**src/mvts_pkg.sv**
```systemverilog
`timescale 1ns / 1ps
package mvts_pkg;

    localparam int FUNC_W  = 4;
    localparam int ID_W    = 5;
    localparam int LVL_W   = 3;
    localparam int PRIO_W  = 8;
    localparam int NS_W    = 32;
    localparam int SEL_W   = 3;
    localparam int STS_W   = 2;
    localparam int DROP_W  = 5;
    localparam int VAL_W   = 32;
    localparam int VR_W    = 64;
    localparam int ORD_W   = 32;
    localparam int WGT_W   = 9;
    localparam int NSTAT   = 6;

    localparam logic [NS_W-1:0] TICK_LEN_RESET = 32'd1000000;

    localparam int C_TOTAL     = 0;
    localparam int C_ACTIVE    = 1;
    localparam int C_COMPLETED = 2;
    localparam int C_FAILED    = 3;
    localparam int C_SWITCHES  = 4;
    localparam int C_PREEMPT   = 5;

    typedef enum logic [FUNC_W-1:0] {
        F_CREATE  = 4'd0,
        F_DESTROY = 4'd1,
        F_SUBMIT  = 4'd2,
        F_SUSPEND = 4'd3,
        F_RESUME  = 4'd4,
        F_SETPRIO = 4'd5,
        F_GETPRIO = 4'd6,
        F_PICK    = 4'd7,
        F_TICK    = 4'd8,
        F_YIELD   = 4'd9,
        F_PREEMPT = 4'd10,
        F_STAT    = 4'd11
    } t_func;

    typedef enum logic [STS_W-1:0] {
        RS_OK      = 2'd0,
        RS_INVALID = 2'd1,
        RS_FULL    = 2'd2
    } t_rstat;

    typedef enum logic [2:0] {
        TS_READY     = 3'd0,
        TS_RUNNING   = 3'd1,
        TS_SUSPENDED = 3'd2,
        TS_COMPLETED = 3'd3,
        TS_FAILED    = 3'd4
    } t_tstat;

    typedef struct packed {
        logic [LVL_W-1:0]  level;
        logic [PRIO_W-1:0] prio;
        logic [NS_W-1:0]   slice;
        logic [NS_W-1:0]   dl;
        logic [VR_W-1:0]   vr;
        logic [VR_W-1:0]   ex;
        t_tstat            st;
        logic [ORD_W-1:0]  ord;
        logic [VR_W-1:0]   ls;
    } t_rec;

    typedef enum logic [3:0] {
        OP_NONE,
        OP_LOAD,
        OP_DECODE,
        OP_RD,
        OP_CAP,
        OP_EXEC,
        OP_SCAN_START,
        OP_SCAN,
        OP_PSEL,
        OP_DIV_START,
        OP_DIV,
        OP_MUL,
        OP_TCHK,
        OP_APPLY,
        OP_FIN
    } t_op;

    typedef struct packed {
        t_op op;
    } t_cmd;

    typedef struct packed {
        logic [FUNC_W-1:0] func;
        logic              direct;
        logic              tgt_ok;
        logic              bad;
        logic              scan_done;
        logic              div_done;
        logic              pick_none;
        logic              again;
        logic              expired;
        logic              out_free;
    } t_flags;

    function automatic logic [PRIO_W-1:0] weight_base(input logic [LVL_W-1:0] lvl);
        logic [PRIO_W-1:0] b;
        case (lvl)
            3'd0: b = 8'd1;
            3'd1: b = 8'd4;
            3'd2: b = 8'd16;
            3'd3: b = 8'd32;
            3'd4: b = 8'd64;
            default: b = 8'd128;
        endcase
        return b;
    endfunction

endpackage

```
**src/mvts_ctrl.sv**
```systemverilog
`timescale 1ns / 1ps
module mvts_ctrl (
    input  logic            i_clk,
    input  logic            i_rst_n,
    input  logic            i_valid,
    output logic            o_stall,
    input  mvts_pkg::t_flags i_flags,
    output mvts_pkg::t_cmd  o_cmd
);
    import mvts_pkg::*;

    typedef enum logic [3:0] {
        S_IDLE, S_DECODE, S_RD, S_CAP, S_EXEC, S_SCAN_START, S_SCAN, S_PSEL,
        S_DIV_START, S_DIV, S_MUL, S_TCHK, S_APPLY, S_FIN
    } t_state;

    t_state r_state, n_state;

    always_comb begin
        n_state = r_state;
        o_cmd.op = OP_NONE;
        case (r_state)
            S_IDLE: begin
                if (i_valid) begin
                    o_cmd.op = OP_LOAD;
                    n_state  = S_DECODE;
                end
            end
            S_DECODE: begin
                o_cmd.op = OP_DECODE;
                if (i_flags.direct) begin
                    n_state = S_APPLY;
                end else if (i_flags.func == F_PICK) begin
                    n_state = S_SCAN_START;
                end else if (!i_flags.tgt_ok) begin
                    n_state = S_FIN;
                end else begin
                    n_state = S_RD;
                end
            end
            S_RD: begin
                o_cmd.op = OP_RD;
                n_state  = S_CAP;
            end
            S_CAP: begin
                o_cmd.op = OP_CAP;
                n_state  = S_EXEC;
            end
            S_EXEC: begin
                o_cmd.op = OP_EXEC;
                if (i_flags.bad) begin
                    n_state = S_FIN;
                end else if (i_flags.func == F_TICK) begin
                    n_state = S_DIV_START;
                end else if (i_flags.func == F_SUBMIT) begin
                    n_state = S_SCAN_START;
                end else begin
                    n_state = S_APPLY;
                end
            end
            S_SCAN_START: begin
                o_cmd.op = OP_SCAN_START;
                n_state  = S_SCAN;
            end
            S_SCAN: begin
                o_cmd.op = OP_SCAN;
                if (i_flags.scan_done) begin
                    n_state = (i_flags.func == F_PICK) ? S_PSEL : S_APPLY;
                end
            end
            S_PSEL: begin
                o_cmd.op = OP_PSEL;
                n_state  = i_flags.pick_none ? S_FIN : S_RD;
            end
            S_DIV_START: begin
                o_cmd.op = OP_DIV_START;
                n_state  = S_DIV;
            end
            S_DIV: begin
                o_cmd.op = OP_DIV;
                if (i_flags.div_done) begin
                    n_state = S_MUL;
                end
            end
            S_MUL: begin
                o_cmd.op = OP_MUL;
                n_state  = S_TCHK;
            end
            S_TCHK: begin
                o_cmd.op = OP_TCHK;
                n_state  = i_flags.expired ? S_APPLY : S_SCAN_START;
            end
            S_APPLY: begin
                o_cmd.op = OP_APPLY;
                n_state  = i_flags.again ? S_SCAN_START : S_FIN;
            end
            S_FIN: begin
                o_cmd.op = OP_FIN;
                if (i_flags.out_free) begin
                    n_state = S_IDLE;
                end
            end
            default: n_state = S_IDLE;
        endcase
    end

    always_ff @(posedge i_clk) begin
        if (!i_rst_n) begin
            r_state <= S_IDLE;
        end else begin
            r_state <= n_state;
        end
    end

    assign o_stall = (r_state != S_IDLE);
endmodule

```
**config.mk**
```make
export PLATFORM = sky130hd
export DESIGN_NAME = mvts_ctrl
export DESIGN_NICKNAME = d
export VERILOG_FILES = /design/src/mvts_pkg.sv /design/src/mvts_ctrl.sv
export SDC_FILE = /design/constraint.sdc
export NUM_CORES = 1
export LEC_CHECK = 0
export ABC_AREA = 1
export BUFFER_PORTS_ARGS = -buffer_cell sky130_fd_sc_hd__buf_4
export CAP_MARGIN = 30
export CORE_MARGIN = 5
export CORE_UTILIZATION = 37
export DETAILED_ROUTE_END_ITERATION = 12
export PLACE_DENSITY = 0.69
export SYNTH_ARGS = -nofsm -noshare
export SYNTH_HDL_FRONTEND = slang
export SYNTH_SLANG_ARGS = --single-unit
```
**constraint.sdc**
```tcl
create_clock -name i_clk -period 1.7 [get_ports i_clk]
set_input_delay 0.34 -clock i_clk [delete_from_list [all_inputs] [get_ports i_clk]]
set_output_delay 0.34 -clock i_clk [all_outputs]
set_load 0.005 [all_outputs]
```
# Yosys cells after proc, flatten, opt, wreduce, memory -nomap -nowiden
# Cells that the tools add are included.
[word_totals]
ff_bits = 4
[op_classes]
n_eq_ne = 20
n_mux = 17
reduce_logical = 3
[ops]
columns = ["cell", "count"]
rows = [
  ["4-bit case mux with 14 select lines", 2],
  ["4-bit two-way mux", 14],
  ["4-bit == test (second input constant)", 7],
  ["4-bit by 3-bit == test with 1-bit output (second input constant)", 5],
  ["4-bit by 2-bit == test with 1-bit output (second input constant)", 3],
  ["2-bit != test (second input constant)", 4],
  ["4-bit by 1-bit == test with 1-bit output (second input constant)", 1],
  ["4-bit logical NOT", 1],
  ["4-bit AND reduction", 1],
  ["4-bit nonzero test", 1],
  ["1-bit two-way mux", 1],
]

# Longest topological paths before layout
[depth]
depth_word = 5
ltp_mapped = 9

# Least setup slack after synthesis
# OpenSTA, ideal clock, no wires.
[synth_path]
path_kind = "register to register"
startpoint = "register r_state[0]"
endpoint = "register r_state[2]"
setup_ns = 0.066
arrival_time_ns = 1.140
slack_ns = 0.494
path_stages_with_launch = 9
period_less_slack_ns = 1.206
cell_sequence = "dfxtp_1 -> inv_2 -> nor2_1 -> nand2_2 -> o21ai_2 -> inv_2 -> nand3b_2 -> nand2_1 -> a21oi_2"
[synth_via]
elab_chain_cells = 3
elab_cells_between_ends = 20
[synth_lines]
columns = ["item", "line_no", "source"]
rows = [
  ["start, declared", "mvts_ctrl.sv:17", "t_state r_state, n_state;"],
  ["start signal, assigned", "mvts_ctrl.sv:111", "r_state <= n_state;"],
  ["4-bit by 3-bit == test with 1-bit output, or another cell as far along", "mvts_ctrl.sv:22", "case (r_state)"],
  ["2-bit != test (no source line)", "--", ""],
  ["4-bit AND reduction (no source line)", "--", ""],
]
# Parallel ways exist; a longest one is shown, timed or not.
# A chain may end at the register's enable or synchronous reset.

==> summary.txt <==
Status = complete, no violations
Cts bufs inserted = 3
Syn avg cell area = 4.93 um^2
DRC viols = 0
Inserted Diodes = 0
Met3 wire len = 101 um
Worst vdd ir = 649 uV
Metal-1 WL = 775 um
Die Height = 50.0 um
Setup-failing EPs final = 0
CP Launch Type = flip-flop
Clock Skews = 1.30 ps
Syn Inst Count = 120
RSZ-0062 raised after global routing = false
Via count = 778
Root Buffer = clkbuf_4
Total die area = 2500 um^2
GRT Total Usage = 14.3%
Final WL = 1660 um
Most flop-heavy register = r_state
DR vias/cell = 4.89
Area of the mapped netlist = 592 um^2
Layout cell share with drive strength beyond 1 = 25.9%
First-pass GRT wire length = 2930 um
Hold_buf cts = 0
First-iteration detailed-routing DRC count = 9
CP max FO = 6
Grt ovf = 0
Final Hold Fails = 0
Largest regs = r_state: 4 flops
Largest net degree at the start of global routing = 8
Reg-to-reg endpoint = r_state[1]
Sum of negative setup slack = 0 ps
HPWL Detailed = 1420 um
Max reg flops = 4
Slew margin rel. = 78.0%
Clk sink count = 4
Worst slack, placed = 257 ps
Met2 wire length = 787 um
Hold Path End = r_state[2]
Reg2Reg Depth = 9
Layout Nets = 161
I/O Pins = 21
Final GP Congestion = 0.955
FP Rows = 14
Worst r2r src = r_state[2]
Synth Register Bits = 4
Starting density of the core = 39.3%
Final worst setup slack = 121 ps
Antenna violations before repair = 0
Distinct cells, synth = 19
Worst-path clk slew = 40 ps
Antenna-violating nets left = 0
Resized Gates After CTS = 0
Hold Path Depth = 3
Core ar. = 1510 um^2
Ys Warns = 0
Vias in the first global route = 700
Slew of the pin with the lowest slew margin = 329 ps
Final Slew Violations = 0
Max clock buf depth = 2
CP endpoint kind = primary output
Setup CP Type = reg2out
Die width = 50.0 um
WP data required = 1360 ps
Latest clock arrival within the worst-skew pair = 230 ps
Buffers on Ports = 20
Setup repair bufs after CTS = 0
Post-route minimum period = 1580 ps
Initial DRT Pass Iterations = 4
LEAKAGE = 0.464 nW
Syn_nets = 136
Max_cap viols = 0
DR top layer = met3
Peak Freq = 0.633 GHz
Crit path DAT = 1240 ps
Final period util = 92.9%
Worst hold start = i_rst_n
Fill cell count = 171
Wire per inst = 10.5 um
HP Class = in2reg
Power per Cell Area = 1420 nW/um^2
Synth-to-Final Area Change = 33.2%
Post-synthesis sequential area ratio = 13.5%
Worst R2R Setup Slack = 280 ps
CTS tree = yes
H-tree Lvls = 1
cell families (layout without fill, tap and decap cells):
kind of cell / count (synthesis) / count (layout) / share of synthesized area, %
AO/OA/AOI/OAI: 11 / 11 / 10.8
AND/OR/NAND/NOR: 86 / 86 / 63.6
buffers and inverters: 19 / 42 / 12.0
flip-flops: 4 / 4 / 13.5
worst max-delay path by stage:
stage | cells after the start | from | to
2_1_floorplan | 8 | r_state[0] | r_state[2]
3_3_place_gp | 9 | r_state[2] | r_state[1]
3_5_place_dp | 9 | r_state[2] | r_state[1]
4_1_cts | 5 | r_state[2] | o_cmd[3]
5_1_grt | 5 | r_state[1] | o_cmd[2]
6_report | 5 | r_state[1] | o_cmd[2]
placed cells by master (no fill, tap or decap), types with 2 or more instances in the layout:
master / netlist / final
dfxtp_1: 4 / 3
nor3_1: 5 / 5
inv_1: 15 / 15
o21ai_0: 3 / 3
a21oi_1: 5 / 5
nor2_1: 24 / 24
nand2_1: 39 / 38
clkbuf_4: 0 / 3
nor2_2: 2 / 2
buf_4: 0 / 20
inv_2: 4 / 4
nand2_2: 1 / 2
nand3_1: 10 / 10
area by class of cell:
type	instances	area [um^2]	area share, %
inverters	19	71.3	9.05
clock buffers	3	22.5	2.86
multi-input cells	97	443	56.2
repair buffers	20	150	19.0
flip-flops and latches	4	81.3	10.3
well taps	16	20.0	2.54
synth_stat cells, drive strengths merged:
| master | n | area share [%] |
|---|---|---|
| nand2 | 40 | 26 |
| nor2 | 27 | 19 |
| inv | 19 | 12 |
| nand3 | 10 | 8.5 |
| a21oi | 6 | 5.7 |
| nor3 | 6 | 5.9 |
| dfxtp | 4 | 14 |
| o21ai | 4 | 4.0 |
| nand3b | 2 | 3.2 |
| nand4 | 1 | 1.1 |
| o22ai | 1 | 1.1 |
through the flow:
| step | instance area (um^2) | total power [mW] | util (%) | cells | hold slack, ps |
|---|---|---|---|---|---|
| after global routing | 788 | 1.26 | 52.3 | 159 | 404 |
| after detailed placement | 762 | 0.998 | 50.6 | 156 | 585 |
| after global placement | 762 | 1.01 | 50.6 | 156 | 587 |
| final | 788 | 1.12 | 52.3 | 159 | 385 |
| after CTS | 785 | 1.12 | 52.1 | 159 | 379 |
| after floorplan | 592 | 0.710 | - | 120 | 510 |
where the power goes:
| part | internal [mW] | switching [mW] |
|---|---|---|
| Sequential | 0.138 | 0.0683 |
| Clock | 0.0790 | 0.0383 |
| Combinational | 0.351 | 0.448 |
| Total | 0.568 | 0.554 |
worst max-delay path, cell delays in order, from the launching register on:
cell,delay [ps]
dfxtp_1,420
nand2_1,150
nor2_1,180
a21oi_1,50
o21ai_0,70
buf_4,130
per-layer routing:
metal	vias up	track usage (%)
met2	18	21.5
met3	0	3.31
met5	-	0
met1	332	20.1
li1	428	-
met4	0	3.06
No activity file was read; power rests on OpenSTA's default activity.
